**config.mk**
```make
export PLATFORM = sky130hd
export DESIGN_NAME = byte_block_merge_sorter
export DESIGN_NICKNAME = d
export VERILOG_FILES = /design/src/design/bbms_pkg.sv /design/src/design/bbms_ram.sv /design/src/design/byte_block_merge_sorter.sv
export SDC_FILE = /design/constraint.sdc
export NUM_CORES = 1
export LEC_CHECK = 0
export ABC_AREA = 1
export BUFFER_PORTS_ARGS = -buffer_cell sky130_fd_sc_hd__buf_2
export CAP_MARGIN = 20
export CORE_AREA = 5 5 260 211
export DETAILED_ROUTE_END_ITERATION = 8
export DIE_AREA = 0 0 265 216
export PLACE_DENSITY = 0.59
export SYNTH_ARGS = -nofsm -noshare
export SYNTH_HDL_FRONTEND = slang
export SYNTH_SLANG_ARGS = --single-unit
```
**constraint.sdc**
```tcl
create_clock -name i_clk -period 4 [get_ports i_clk]
set_clock_uncertainty 0.15 [all_clocks]
set_input_delay 0.4 -clock i_clk [delete_from_list [all_inputs] [get_ports i_clk]]
set_output_delay 0.4 -clock i_clk [all_outputs]
set_load 0.02 [all_outputs]
```
**src/design/bbms_pkg.sv**
```systemverilog
`timescale 1ns / 1ps
// ----------------------------------------------------------------------------
// Byte block merge sorter package
// Shared constants, types and a helper function for the sorter and its RAMs.
// ----------------------------------------------------------------------------
package bbms_pkg;

    localparam int BLOCK_SIZE = 16;
    localparam int IDX_W      = (BLOCK_SIZE > 1) ? $clog2(BLOCK_SIZE) : 1;
    localparam int CNT_W      = $clog2(BLOCK_SIZE + 1);
    localparam int PTR_W      = CNT_W + 2;

    localparam logic [CNT_W-1:0] BLOCK_N  = CNT_W'(BLOCK_SIZE);
    localparam logic [CNT_W-1:0] LAST_IDX = CNT_W'(BLOCK_SIZE - 1);

    typedef logic [7:0]       t_byte;
    typedef logic [IDX_W-1:0] t_addr;
    typedef logic [CNT_W-1:0] t_cnt;
    typedef logic [PTR_W-1:0] t_ptr;

    typedef struct packed {
        logic  en;
        t_addr addr;
        t_byte data;
    } t_ram_wr;

    // Clips a run boundary to the end of the block.
    function automatic t_cnt clip_to_block(input t_ptr x);
        t_cnt r;
        if (x > t_ptr'(BLOCK_SIZE)) begin
            r = BLOCK_N;
        end else begin
            r = x[CNT_W-1:0];
        end
        return r;
    endfunction

endpackage

```
**src/design/bbms_ram.sv**
```systemverilog
`timescale 1ns / 1ps
// ----------------------------------------------------------------------------
// Block RAM with one write port and two read ports
// Holds one block of bytes; both read ports return registered data.
// ----------------------------------------------------------------------------
module bbms_ram
    import bbms_pkg::*;
(
    input  logic    i_clk,
    input  t_ram_wr i_wr,
    input  t_addr   i_rd_addr_a,
    input  t_addr   i_rd_addr_b,
    output t_byte   o_rd_data_a,
    output t_byte   o_rd_data_b
);

    t_byte r_mem [BLOCK_SIZE];

    always_ff @(posedge i_clk) begin
        if (i_wr.en) begin
            r_mem[i_wr.addr] <= i_wr.data;
        end
        o_rd_data_a <= r_mem[i_rd_addr_a];
        o_rd_data_b <= r_mem[i_rd_addr_b];
    end

endmodule

```
**src/design/byte_block_merge_sorter.sv**
```systemverilog
`timescale 1ns / 1ps
// ----------------------------------------------------------------------------
// Byte block merge sorter
// Loads a block of bytes, sorts it ascending by bottom-up merge sort and
// streams the sorted block out.
// ----------------------------------------------------------------------------
// A load transaction takes place at a rising edge with start high and busy
// low; one byte is accepted per cycle while loading. When the last byte of
// the block is accepted, busy rises and the block is sorted between two
// RAMs in ping-pong fashion, one merge pass per run width. Each pass starts
// with a priming state for the registered RAM read and then merges one
// element per cycle; there are ceil(log2(BLOCK_SIZE)) passes. The sorted
// bytes then leave on consecutive cycles after another priming state for
// the read, each marked by o_valid for one cycle, the last one with
// o_last_of_block. The receiver cannot stall; results are presented once.
// Reset clears the load count and the state machine; RAM contents are not
// cleared and are never read before they are written.
// ----------------------------------------------------------------------------
module byte_block_merge_sorter
    import bbms_pkg::*;
(
    input  logic  i_clk,
    input  logic  i_rst_n,
    input  logic  start,
    input  t_byte i_data_byte,
    output logic  busy,
    output logic  o_valid,
    output t_byte o_sorted_byte,
    output logic  o_last_of_block
);

    typedef enum logic [4:0] {
        S_LOAD   = 5'b00001,
        S_MPRIME = 5'b00010,
        S_MERGE  = 5'b00100,
        S_EPRIME = 5'b01000,
        S_EMIT   = 5'b10000
    } t_state;

    t_state r_state, n_state;
    t_cnt   r_load_cnt, n_load_cnt;
    t_cnt   r_a, n_a;
    t_cnt   r_b, n_b;
    t_cnt   r_mid, n_mid;
    t_cnt   r_hi, n_hi;
    t_cnt   r_wp, n_wp;
    t_cnt   r_w, n_w;
    logic   r_src, n_src;
    logic   r_o_valid;
    logic   r_o_last;
    t_byte  r_o_byte;

    t_ram_wr smp_wr, scr_wr;
    t_byte   smp_qa, smp_qb, scr_qa, scr_qb;
    t_byte   qa, qb;
    logic    take_a;
    logic    load_acc;
    t_ptr    dbl_w;

    bbms_ram u_sample (
        .i_clk       (i_clk),
        .i_wr        (smp_wr),
        .i_rd_addr_a (n_a[IDX_W-1:0]),
        .i_rd_addr_b (n_b[IDX_W-1:0]),
        .o_rd_data_a (smp_qa),
        .o_rd_data_b (smp_qb)
    );

    bbms_ram u_scratch (
        .i_clk       (i_clk),
        .i_wr        (scr_wr),
        .i_rd_addr_a (n_a[IDX_W-1:0]),
        .i_rd_addr_b (n_b[IDX_W-1:0]),
        .o_rd_data_a (scr_qa),
        .o_rd_data_b (scr_qb)
    );

    assign busy     = (r_state != S_LOAD);
    assign load_acc = start && !busy;
    assign qa       = r_src ? scr_qa : smp_qa;
    assign qb       = r_src ? scr_qb : smp_qb;
    assign take_a   = (r_a < r_mid) && ((r_b >= r_hi) || (qa <= qb));
    assign dbl_w    = {1'b0, r_w, 1'b0};

    always_comb begin
        smp_wr.en   = load_acc || ((r_state == S_MERGE) && r_src);
        smp_wr.addr = load_acc ? r_load_cnt[IDX_W-1:0] : r_wp[IDX_W-1:0];
        smp_wr.data = load_acc ? i_data_byte : (take_a ? qa : qb);
        scr_wr.en   = (r_state == S_MERGE) && !r_src;
        scr_wr.addr = r_wp[IDX_W-1:0];
        scr_wr.data = take_a ? qa : qb;
    end

    always_comb begin
        n_state    = r_state;
        n_load_cnt = r_load_cnt;
        n_a        = r_a;
        n_b        = r_b;
        n_mid      = r_mid;
        n_hi       = r_hi;
        n_wp       = r_wp;
        n_w        = r_w;
        n_src      = r_src;
        unique case (r_state)
            S_LOAD: begin
                if (load_acc) begin
                    if (r_load_cnt == LAST_IDX) begin
                        n_load_cnt = '0;
                        n_src      = 1'b0;
                        n_a        = '0;
                        n_wp       = '0;
                        n_w        = t_cnt'(1);
                        n_b        = clip_to_block(t_ptr'(1));
                        n_mid      = clip_to_block(t_ptr'(1));
                        n_hi       = clip_to_block(t_ptr'(2));
                        n_state    = (BLOCK_SIZE > 1) ? S_MPRIME : S_EPRIME;
                    end else begin
                        n_load_cnt = r_load_cnt + t_cnt'(1);
                    end
                end
            end
            S_MPRIME: begin
                n_state = S_MERGE;
            end
            S_MERGE: begin
                if (take_a) begin
                    n_a = r_a + t_cnt'(1);
                end else begin
                    n_b = r_b + t_cnt'(1);
                end
                n_wp = r_wp + t_cnt'(1);
                if (r_wp == LAST_IDX) begin
                    n_src = !r_src;
                    n_wp  = '0;
                    n_a   = '0;
                    n_w   = dbl_w[CNT_W-1:0];
                    n_b   = clip_to_block(dbl_w);
                    n_mid = clip_to_block(dbl_w);
                    n_hi  = clip_to_block(t_ptr'({dbl_w, 1'b0}));
                    if (dbl_w >= t_ptr'(BLOCK_SIZE)) begin
                        n_state = S_EPRIME;
                    end else begin
                        n_state = S_MPRIME;
                    end
                end else if (n_wp == r_hi) begin
                    n_a   = r_hi;
                    n_mid = clip_to_block(t_ptr'(r_hi) + t_ptr'(r_w));
                    n_b   = clip_to_block(t_ptr'(r_hi) + t_ptr'(r_w));
                    n_hi  = clip_to_block(t_ptr'(r_hi) + dbl_w);
                end
            end
            S_EPRIME: begin
                n_state = S_EMIT;
            end
            S_EMIT: begin
                n_a = r_a + t_cnt'(1);
                if (r_a == LAST_IDX) begin
                    n_state = S_LOAD;
                end
            end
            default: begin
                n_state = S_LOAD;
            end
        endcase
    end

    always_ff @(posedge i_clk) begin
        if (!i_rst_n) begin
            r_state    <= S_LOAD;
            r_load_cnt <= '0;
            r_a        <= '0;
            r_b        <= '0;
            r_mid      <= '0;
            r_hi       <= '0;
            r_wp       <= '0;
            r_w        <= '0;
            r_src      <= 1'b0;
            r_o_valid  <= 1'b0;
            r_o_last   <= 1'b0;
        end else begin
            r_state    <= n_state;
            r_load_cnt <= n_load_cnt;
            r_a        <= n_a;
            r_b        <= n_b;
            r_mid      <= n_mid;
            r_hi       <= n_hi;
            r_wp       <= n_wp;
            r_w        <= n_w;
            r_src      <= n_src;
            r_o_valid  <= (r_state == S_EMIT);
            r_o_last   <= (r_state == S_EMIT) && (r_a == LAST_IDX);
        end
    end

    always_ff @(posedge i_clk) begin
        r_o_byte <= qa;
    end

    assign o_valid         = r_o_valid;
    assign o_sorted_byte   = r_o_byte;
    assign o_last_of_block = r_o_last;

    a_valid_from_emit: assert property (@(posedge i_clk) disable iff (!i_rst_n)
        r_o_valid |-> $past(r_state == S_EMIT))
        else $error("Result strobe without a preceding emit cycle.");

    a_last_has_valid: assert property (@(posedge i_clk) disable iff (!i_rst_n)
        o_last_of_block |-> o_valid)
        else $error("Last-of-block flag raised without a result.");

    a_merge_bounds: assert property (@(posedge i_clk) disable iff (!i_rst_n)
        (r_state == S_MERGE) |-> ((r_a <= r_mid) && (r_b <= r_hi) && (r_hi <= BLOCK_N)))
        else $error("Merge pointer ran past its run boundary.");

    a_gap_after_last: assert property (@(posedge i_clk) disable iff (!i_rst_n)
        o_last_of_block |=> !o_valid)
        else $error("Result strobe directly after the end of a block.");

endmodule

```
==> impl_table.tex, run 1 <==
\begin{tabular}{lr}
\hline
Metric & Value \\
\hline
\multicolumn{2}{l}{\textbf{Floorplan}} \\
\quad X dimension of the die & around 270 microns \\
\quad Vert. Die Dim & between 200 and 250 microns \\
\quad Number of ports placed on the die boundary & 22 \\
\quad Core region area & 0.0520 sq mm \\
\quad Starting Density & 0.345 \\
\quad Area of the die & 0.0572 sq mm \\
\quad Floorplan row count & 75 \\
\multicolumn{2}{l}{\textbf{Global routing}} \\
\quad Via count of the first global-routing pass & $\sim$15000 \\
\quad Wire length of the first global-routing pass & 90.4 mm \\
\quad Antenna violations before repair & 1 \\
\quad Largest net degree at the start of global routing & 94 \\
\quad Overall Global Routing Usage & 0.203 \\
\quad Total overflow reported by the global router & 0 \\
\multicolumn{2}{l}{\textbf{Final layout}} \\
\quad Filler instances & just over 5000 \\
\quad Number of standard cells in the final layout excluding fillers & 2922 \\
\quad Multi-input gate area & between 0.007 and 0.008 sq mm \\
\quad Fraction of the core area covered by cells at the end of the flow & 0.396 \\
\quad Share of layout cells above drive strength 1 & 0.0956 \\
\quad Count of nets after finishing & approximately 2200 \\
\quad Growth of design area from synthesis to finish & 14.7\% \\
\quad Footprint of the flip-flops and latches & between 0.009 and 0.01 sq mm \\
\quad Diode count & 0 \\
\multicolumn{2}{l}{\textbf{Logic synthesis}} \\
\quad Async S/R FF share, synth & 0 \\
\quad List of most frequent post-synthesis cells & 628 x sky130\_fd\_sc\_hd\_\_nand2\_1, 515 x sky130\_fd\_sc\_hd\_\_nand3\_1, 256 x sky130\_fd\_sc\_hd\_\_edfxtp\_1 \\
\quad Syn nets & $\sim$2200 \\
\quad Simple logic cell fraction of the synthesized area & 0.309 \\
\quad Syn Inst Count & between 2000 and 2500 \\
\quad Post-synth design cell area & roughly 0.018 sq mm \\
\quad Main combinational cell family by area after synthesis & simple AND/OR/NAND/NOR gates \\
\quad Number of flops mapped to enable cells by yosys & $\sim$260 \\
\quad Number of distinct library cells after synthesis & between 40 and 50 \\
\quad Mux cell area share after synthesis & 0.00391 \\
\quad Leading post-synthesis cells by cell area & sky130\_fd\_sc\_hd\_\_edfxtp\_1 43\%, sky130\_fd\_sc\_hd\_\_nand3\_1 14\%, sky130\_fd\_sc\_hd\_\_nand2\_1 13\% \\
\quad Synth Flop Type & sky130\_fd\_sc\_hd\_\_edfxtp\_1 \\
\quad Warnings from Yosys & 0 \\
\quad Compound-cell area share of the yosys netlist & 0.0460 \\
\quad Xor-xnor portion of the synthesized cell area & 0.00733 \\
\quad Post-Synthesis Mean Instance Area & between 8 and 9 sq um \\
\quad Library cell with the highest instance count after synthesis & sky130\_fd\_sc\_hd\_\_nand2\_1 \\
\quad Number of synthesized register bits & approximately 340 \\
\quad Cell accounting for the most synthesized area & sky130\_fd\_sc\_hd\_\_edfxtp\_1 \\
\quad Arithmetic-cell share of the synthesized area counting full adders, half adders and majority gates & 0.0260 \\
\quad Post-synth top area share & 0.429 \\
\quad Fraction of the yosys area taken by sequential cells & 0.520 \\
\multicolumn{2}{l}{\textbf{Clock network}} \\
\quad Maximum clock insertion buffer count & 3 \\
\quad Clock latency at the later pin of the worst-skew pair & between 0.5 and 0.6 ns \\
\quad Clk root buf & sky130\_fd\_sc\_hd\_\_clkbuf\_16 \\
\quad Clock sink count & $\sim$340 \\
\quad Number of clock buffers inserted by TritonCTS & 37 \\
\quad Number of levels the H-tree was split into & 2 \\
\quad Clock tree from TritonCTS & built \\
\quad Worst-path clk slew & $\sim$0.06 ns \\
\multicolumn{2}{l}{\textbf{Setup path}} \\
\quad Crit Reg-Reg Startpoint & r\_wp[1] \\
\quad Critical path endpoint & u\_scratch.o\_rd\_data\_b[3] \\
\quad Cell with the biggest individual delay on the critical path & sky130\_fd\_sc\_hd\_\_dfxtp\_1 \\
\quad Startpoint type of the worst setup path & flop \\
\quad R2R Setup Slk & $\sim$0.27 ns \\
\quad Critical Path AT & 4.01 ns \\
\quad Maximum single-stage delay on the critical path & 0.40 ns \\
\quad R2r endpoint & u\_scratch.o\_rd\_data\_b[3] \\
\quad Maximum fanout along the worst path & 58 \\
\quad List of cells traversed by the critical path & ha\_1, inv\_1, nor2\_1, ha\_1, xor2\_1, inv\_1, nor3\_1, nand2\_1, nor2\_4, inv\_2, nand3\_1, nand2\_1, a21oi\_4, buf\_12, buf\_4, nand3\_1, nand3\_1, nand2\_1, nand2\_1, nand2\_1 \\
\quad Setup Crit Path Kind & reg2reg \\
\quad Startpoint of the most critical setup path & r\_wp[1] \\
\quad Kind of end point of the critical path & flop \\
\quad Logic depth of the worst register-to-register path & 20 \\
\quad Critical path's most frequent cell & sky130\_fd\_sc\_hd\_\_nand2\_1 \\
\quad Required time at the worst-slack endpoint & between 4 and 5 ns \\
\multicolumn{2}{l}{\textbf{Drt}} \\
\quad Routed length per instance & between 20 and 25 microns \\
\quad DRT Wirelength & between 60 and 70 mm \\
\quad Number of optimization iterations in the first detailed-route pass & 6 \\
\quad Antenna Nets Post-Route & 0 \\
\quad Via-to-Cell Ratio & $\sim$5.4 \\
\quad Post-route DRC violation count & 0 \\
\quad Violation count after the first detailed-route iteration & about 2000 \\
\quad Total number of vias & 15840 \\
\multicolumn{2}{l}{\textbf{Place}} \\
\quad Port Buf Inserts & 21 \\
\quad Gp weighted congestion & 0.913 \\
\quad Number of placed instances with taps included & 2843 \\
\quad Setup WS pre-CTS & -0.415 ns \\
\quad Final HPWL from detailed placement & $\sim$38 mm \\
\multicolumn{2}{l}{\textbf{STA}} \\
\quad Setup-violating endpoint count in the final report & 0 \\
\quad Post-route minimum period & $\sim$3.7 ns \\
\quad Rel. slew slack & 0.279 \\
\quad Final setup margin & approximately 0.27 ns \\
\quad Number of pins with negative max-slew slack in the final report & 0 \\
\quad Share of the cycle needed by the critical path after routing & 0.934 \\
\quad Final total negative setup slack & 0 ns \\
\quad Max Freq & between 0.2 and 0.3 GHz \\
\quad Worst Hold Margin & slightly below 0.08 ns \\
\quad Slew at the pin closest to its max-slew limit & 1.08 ns \\
\quad Final-report hold violation count & 0 \\
\multicolumn{2}{l}{\textbf{Power and ir drop}} \\
\quad Power density over the cells & between 500 and 600 mW/mm\^{}2 \\
\quad Static Leak & a little under 9 nW \\
\quad Internal power of the cells & between 0.007 and 0.008 W \\
\quad Sw power & $\sim$0.0044 W \\
\quad Switching Share & 0.359 \\
\quad Sequential share of power & 0.400 \\
\quad Worst IR drop on VDD & 0.448 mV \\
\quad Proportion of power drawn by the clock network & 0.281 \\
\quad Part of the power in combinational logic & 0.319 \\
\multicolumn{2}{l}{\textbf{Worst hold path}} \\
\quad Hold-critical path depth & 2 \\
\quad Hold WC Path Type & in2reg \\
\multicolumn{2}{l}{\textbf{Job}} \\
\quad Number of max-cap violations & 0 \\
\multicolumn{2}{l}{\textbf{Outcome}} \\
\quad Run status & completed \\
\hline
\end{tabular}
metal layers:
metal,wire length (microns),global-route usage,vias to the layer above
li1,-,-,7316
met2,25300,0.295,879
met4,1720,0.0616,0
met1,26700,0.301,7532
met3,6930,0.0463,113
met5,0,0,-
repair_timing:
item | in CTS | in global routing
setup endpoints to repair | 58 | 103
pin swaps | 0 | 0
hold buffers | 0 | 0
resized for setup | 2 | 23
cloned | 0 | 2
setup buffers | 2 | 9
sequential cells by signal, summed over array words and instances (netlist names), 4 cells and up:
register / cells
r_wp: 5
u_scratch.o_rd_data_a: 8
r_w: 5
u_sample.r_mem: 128
r_mid: 5
u_sample.o_rd_data_a: 8
r_load_cnt: 5
u_sample.o_rd_data_b: 8
r_a: 5
r_b: 5
u_scratch.o_rd_data_b: 8
r_state: 5
r_hi: 4
u_scratch.r_mem: 128
o_sorted_byte: 8
power groups by stage:
stage                     combinational [W]  sequential [W]  clock [W]
final                               0.00391         0.00491    0.00345
after global routing                0.00424         0.00492    0.00365
after CTS                           0.00379         0.00490    0.00350
after detailed placement            0.00378         0.00498          0
after global placement              0.00373         0.00498          0
after floorplan                     0.00216         0.00494          0
logic make-up after synthesis:
| group | Yosys count |
|---|---|
| xor gates and xnor gates | 15 |
| and+or+nand+nor | 1261 |
| adders and majority gates | 36 |
| buffers and inverters | 380 |
| muxes | 7 |
| AOI/OAI and AO/OA | 135 |
| DFF | 338 |
| other | 1 |
metrics by stage:
step	power, W	cell area (sq um)
4_1_cts	0.0122	20400
3_3_place_gp	0.00871	19100
2_1_floorplan	0.00710	17900
3_5_place_dp	0.00876	19100
5_1_grt	0.0128	20600
6_report	0.0123	20600
placed cells by master (no fill, tap or decap), drive strengths merged, types with 3 or more instances in the layout:
| cell | n |
|---|---|
| nor2 | 77 |
| a211oi | 6 |
| mux2i | 7 |
| xor2 | 10 |
| inv | 251 |
| nand2 | 633 |
| clkinvlp | 4 |
| o211ai | 35 |
| xnor2 | 5 |
| a21oi | 43 |
| buf | 111 |
| bufinv | 3 |
| clkbuf | 57 |
| dfxtp | 82 |
| ha | 34 |
| nand4 | 6 |
| a31oi | 4 |
| nor3 | 9 |
| o21ai | 39 |
| clkinv | 10 |
| edfxtp | 256 |
| nand3 | 515 |
| nand3b | 17 |
layout make-up:
cell class	instances	share of cell area
inverter	256	0.0476
timing repair buffer	114	0.0520
clock buffer	54	0.0518
sequential	338	0.454
multi-input combinational	1455	0.346
clock inverter	12	0.00681
tap	693	0.0422
critical path: cells and delay by family (launching register included):
kind | cells | cell delay (ns)
AND/OR/NAND/NOR | 11 | 1.35
buffers and inverters | 5 | 0.89
adder cells (fa/ha/maj) | 2 | 0.51
flip-flops | 1 | 0.40
AO/OA/AOI/OAI | 1 | 0.16
XOR/XNOR | 1 | 0.15
worst min-delay path by stage:
stage                       start             to  slack (ns)
global placement    r_load_cnt[4]  r_load_cnt[4]        0.31
CTS                       i_rst_n     r_state[0]        0.05
finish                    i_rst_n     r_state[0]        0.08
global route              i_rst_n     r_state[0]        0.08
detailed placement       r_mid[4]       r_mid[4]        0.31
floorplan                r_mid[4]       r_mid[4]        0.29
Power figures use the tool's default switching activity.
==> run 2, diff against run 1 <==
PLACE_DENSITY = 0.54   (was 0.59)
==> run 2 against run 1 <==
Global-route usage rose by 0.70 points. Sequential share of layout area rose by 0.23 points. Hold slack improved by 0.019 ns. Critical path type unchanged. Highest routed layer unchanged.
==> impl_table.tex, run 2 (same netlist as run 1, synthesis figures left out) <==
\begin{tabular}{lr}
\hline
Metric & Value \\
\hline
\multicolumn{2}{l}{\textbf{Final layout}} \\
\quad Footprint of the flip-flops and latches & 0.00933 sq mm (unchanged) \\
\quad Filler instances & 5179 (unchanged) \\
\quad Multi-input gate area & 0.00708 sq mm (-0.51\%) \\
\quad Cell area after layout & 0.0205 sq mm (-0.50\%) \\
\quad Share of layout cells above drive strength 1 & 0.0916 (-0.00396) \\
\quad Leading cell type in the layout, fill and taps excluded & sky130\_fd\_sc\_hd\_\_nand2\_1 \\
\quad Diode count & 0 (unchanged) \\
\quad Leading cell types in the layout, fill and taps excluded & 624 x sky130\_fd\_sc\_hd\_\_nand2\_1, 514 x sky130\_fd\_sc\_hd\_\_nand3\_1, 256 x sky130\_fd\_sc\_hd\_\_edfxtp\_1, 241 x sky130\_fd\_sc\_hd\_\_inv\_1, 82 x sky130\_fd\_sc\_hd\_\_dfxtp\_1 \\
\quad Count of nets after finishing & 2244 (-0.22\%) \\
\quad Largest regs & u\_sample.r\_mem x128, u\_scratch.r\_mem x128 \\
\quad Growth of design area from synthesis to finish & 14.2\% \\
\multicolumn{2}{l}{\textbf{Global routing}} \\
\quad Largest net degree at the start of global routing & 94 (unchanged) \\
\quad Global-route track usage on met2 & 0.307 (+0.0125) \\
\quad Wire length of the first global-routing pass & 93.4 mm (+3.3\%) \\
\quad Busiest layer in global routing & met1 \\
\quad Total overflow reported by the global router & 0 (unchanged) \\
\quad Overall Global Routing Usage & 0.210 (+0.00696) \\
\quad GR met3 Demand/Resource & 0.0309 (-0.0155) \\
\quad Grt met1 use & 0.324 (+0.0227) \\
\quad Via count of the first global-routing pass & 14823 (-0.38\%) \\
\quad Antenna violations before repair & 1 (unchanged) \\
\multicolumn{2}{l}{\textbf{Setup path}} \\
\quad R2r endpoint & u\_scratch.o\_rd\_data\_a[6] \\
\quad Kind of end point of the critical path & flop \\
\quad Crit Reg-Reg Startpoint & r\_src \\
\quad Maximum fanout along the worst path & 32 (-45\%) \\
\quad Maximum single-stage delay on the critical path & 0.51 ns (+0.11 ns) \\
\quad List of cells traversed by the critical path & buf\_4, mux2i\_1, ha\_1, nand2\_1, inv\_1, nand4\_1, nand3\_1, nand2\_1, buf\_4, nor2\_1, o21ai\_0, o211ai\_1, nand2\_1, buf\_4, nand3\_1, nand3\_1, nand2\_1 \\
\quad Critical path's most frequent cell & sky130\_fd\_sc\_hd\_\_nand2\_1 \\
\quad R2R Setup Slk & 0.21 ns (-0.06 ns) \\
\quad Logic depth of the worst register-to-register path & 17 (-15\%) \\
\quad Cell with the biggest individual delay on the critical path & sky130\_fd\_sc\_hd\_\_buf\_4 \\
\quad Required time at the worst-slack endpoint & 4.27 ns (about the same) \\
\quad Critical Path AT & 4.07 ns (+0.06 ns) \\
\quad Startpoint type of the worst setup path & flop \\
\quad Setup Crit Path Kind & reg2reg \\
\multicolumn{2}{l}{\textbf{STA}} \\
\quad Slew at the pin closest to its max-slew limit & 1.05 ns (-0.0284 ns) \\
\quad Post-route minimum period & 3.79 ns (+0.0605 ns) \\
\quad Final total negative setup slack & 0 ns (unchanged) \\
\quad Setup-violating endpoint count in the final report & 0 (unchanged) \\
\quad Max Freq & 0.264 GHz (-1.6\%) \\
\quad RSZ-0062 raised after global routing & false \\
\quad Rel. slew slack & 0.298 (+0.0190) \\
\quad Number of pins with negative max-slew slack in the final report & 0 (unchanged) \\
\quad Share of the cycle needed by the critical path after routing & 0.949 (+0.0151) \\
\quad Final-report hold violation count & 0 (unchanged) \\
\multicolumn{2}{l}{\textbf{Clock network}} \\
\quad Clock sink count & 338 (unchanged) \\
\quad Number of clock buffers inserted by TritonCTS & 38 (+2.7\%) \\
\quad Clk root buf & sky130\_fd\_sc\_hd\_\_clkbuf\_16 \\
\quad Clock latency at the later pin of the worst-skew pair & 0.54 ns (about the same) \\
\quad Worst-path clk slew & 0.06 ns (about the same) \\
\quad Number of levels the H-tree was split into & 2 (unchanged) \\
\quad Maximum clock insertion buffer count & 3 (unchanged) \\
\quad Clock tree from TritonCTS & built \\
\multicolumn{2}{l}{\textbf{Worst hold path}} \\
\quad Hold-critical path depth & 3 (+1) \\
\quad Hold WC Path Type & in2reg \\
\quad HP Start & i\_rst\_n \\
\quad Hold Path Sink & r\_load\_cnt[3] \\
\multicolumn{2}{l}{\textbf{Drt}} \\
\quad Total number of vias & 15825 (-0.095\%) \\
\quad DRT Wirelength & 62.8 mm (+3.7\%) \\
\quad Routed length per instance & 21.5 microns (+3.8\%) \\
\quad Violation count after the first detailed-route iteration & 2048 (+5.0\%) \\
\quad Antenna Nets Post-Route & 0 (unchanged) \\
\quad Number of optimization iterations in the first detailed-route pass & 6 (unchanged) \\
\quad Post-route DRC violation count & 0 (unchanged) \\
\quad Via-to-Cell Ratio & 5.42 (about the same) \\
\multicolumn{2}{l}{\textbf{Place}} \\
\quad Final HPWL from detailed placement & 39.1 mm (+2.1\%) \\
\quad Gp weighted congestion & 0.915 (+0.22\%) \\
\quad Post-detailed-placement cell area & 0.0191 sq mm (about the same) \\
\quad Port Buf Inserts & 21 (unchanged) \\
\multicolumn{2}{l}{\textbf{Power and ir drop}} \\
\quad Internal power of the cells & 0.00774 W (-1.6\%) \\
\quad Worst IR drop on VDD & 0.330 mV (-27\%) \\
\quad Power density over the cells & 599 mW/mm\^{}2 (+0.39\%) \\
\quad Sw power & 0.00452 W (+2.6\%) \\
\quad Sequential share of power & 0.402 (+0.002) \\
\quad Proportion of power drawn by the clock network & 0.283 (+0.002) \\
\quad Post-route total power & 0.0123 W (-0.11\%) \\
\quad Static Leak & 8.67 nW (-0.30\%) \\
\quad Switching Share & 0.369 (+0.00978) \\
\quad Part of the power in combinational logic & 0.314 (-0.005) \\
\multicolumn{2}{l}{\textbf{Floorplan}} \\
\quad Vert. Die Dim & 216 microns (unchanged) \\
\quad Floorplan row count & 75 (unchanged) \\
\quad X dimension of the die & 265 microns (unchanged) \\
\quad Core region area & 0.0520 sq mm (unchanged) \\
\quad Number of ports placed on the die boundary & 22 (unchanged) \\
\quad Area of the die & 0.0572 sq mm (unchanged) \\
\quad Starting Density & 0.345 (unchanged) \\
\multicolumn{2}{l}{\textbf{Job}} \\
\quad Number of max-cap violations & 0 (unchanged) \\
\multicolumn{2}{l}{\textbf{Outcome}} \\
\quad Run status & completed \\
\hline
\end{tabular}
[run 2: power by group through the flow]
stage,clock [W],sequential [W],combinational [W]
after floorplan,0,0.00494,0.00216
after global placement,0,0.00500,0.00375
after detailed placement,0,0.00500,0.00378
after CTS,0.00351,0.00492,0.00378
after global routing,0.00367,0.00494,0.00419
final,0.00347,0.00493,0.00385
[run 2: area by class of cell]
class                      instances  share of cell area
clock buffer                      50              0.0527
clock inverter                    20             0.00758
multi-input combinational       1455               0.346
sequential                       338               0.456
timing repair buffer             108              0.0482
inverter                         256              0.0471
tap                              693              0.0424
[run 2: critical path, delay by kind of cell, from the launching register on]
family,cells,cell delay (ns)
AO/OA/AOI/OAI,2,0.32
multiplexers,1,0.37
buffers and inverters,4,1.01
AND/OR/NAND/NOR,9,1.08
flip-flops,1,0.39
adder cells (fa/ha/maj),1,0.30
[run 2: layer usage]
layer | wire length, microns | up-vias | part of all wire
met2 | 26300 | 822 | 0.42
met1 | 28800 | 7596 | 0.46
met4 | 1520 | 0 | 0.024
li1 | - | 7308 | -
met5 | 0 | - | 0
met3 | 6190 | 99 | 0.099
[run 2: worst max path at each step]
| stage | depth (start not counted) | start | to | slack [ns] |
|---|---|---|---|---|
| after detailed placement | 19 | r_src | u_scratch.o_rd_data_a[6] | 0.12 |
| after CTS | 19 | r_src | u_scratch.o_rd_data_a[6] | 0.09 |
| after global placement | 19 | r_src | u_scratch.o_rd_data_a[6] | 0.09 |
| final | 17 | r_src | u_scratch.o_rd_data_a[6] | 0.21 |
| after global routing | 27 | r_src | u_sample.o_rd_data_b[1] | 0.007 |
| after floorplan | 17 | r_src | u_sample.r_mem[0][4] | 0.40 |
[run 2: metrics by stage]
stage          instances  setup WS [ns]   util  hold WS (ns)
2_1_floorplan       2173          0.397      -         0.290
3_3_place_gp        2844         0.0862  0.368         0.318
3_5_place_dp        2844          0.122  0.368         0.319
4_1_cts             2914         0.0921  0.392        0.0775
5_1_grt             2920        0.00745  0.394        0.0884
6_report            2920          0.205  0.394        0.0975
[run 2: repair_timing]
item                                    in CTS  in global routing
hold buffers                                 0                  0
endpoints found under the setup margin       0                 26
buffers inserted                             0                  4
resized for setup                            0                  8
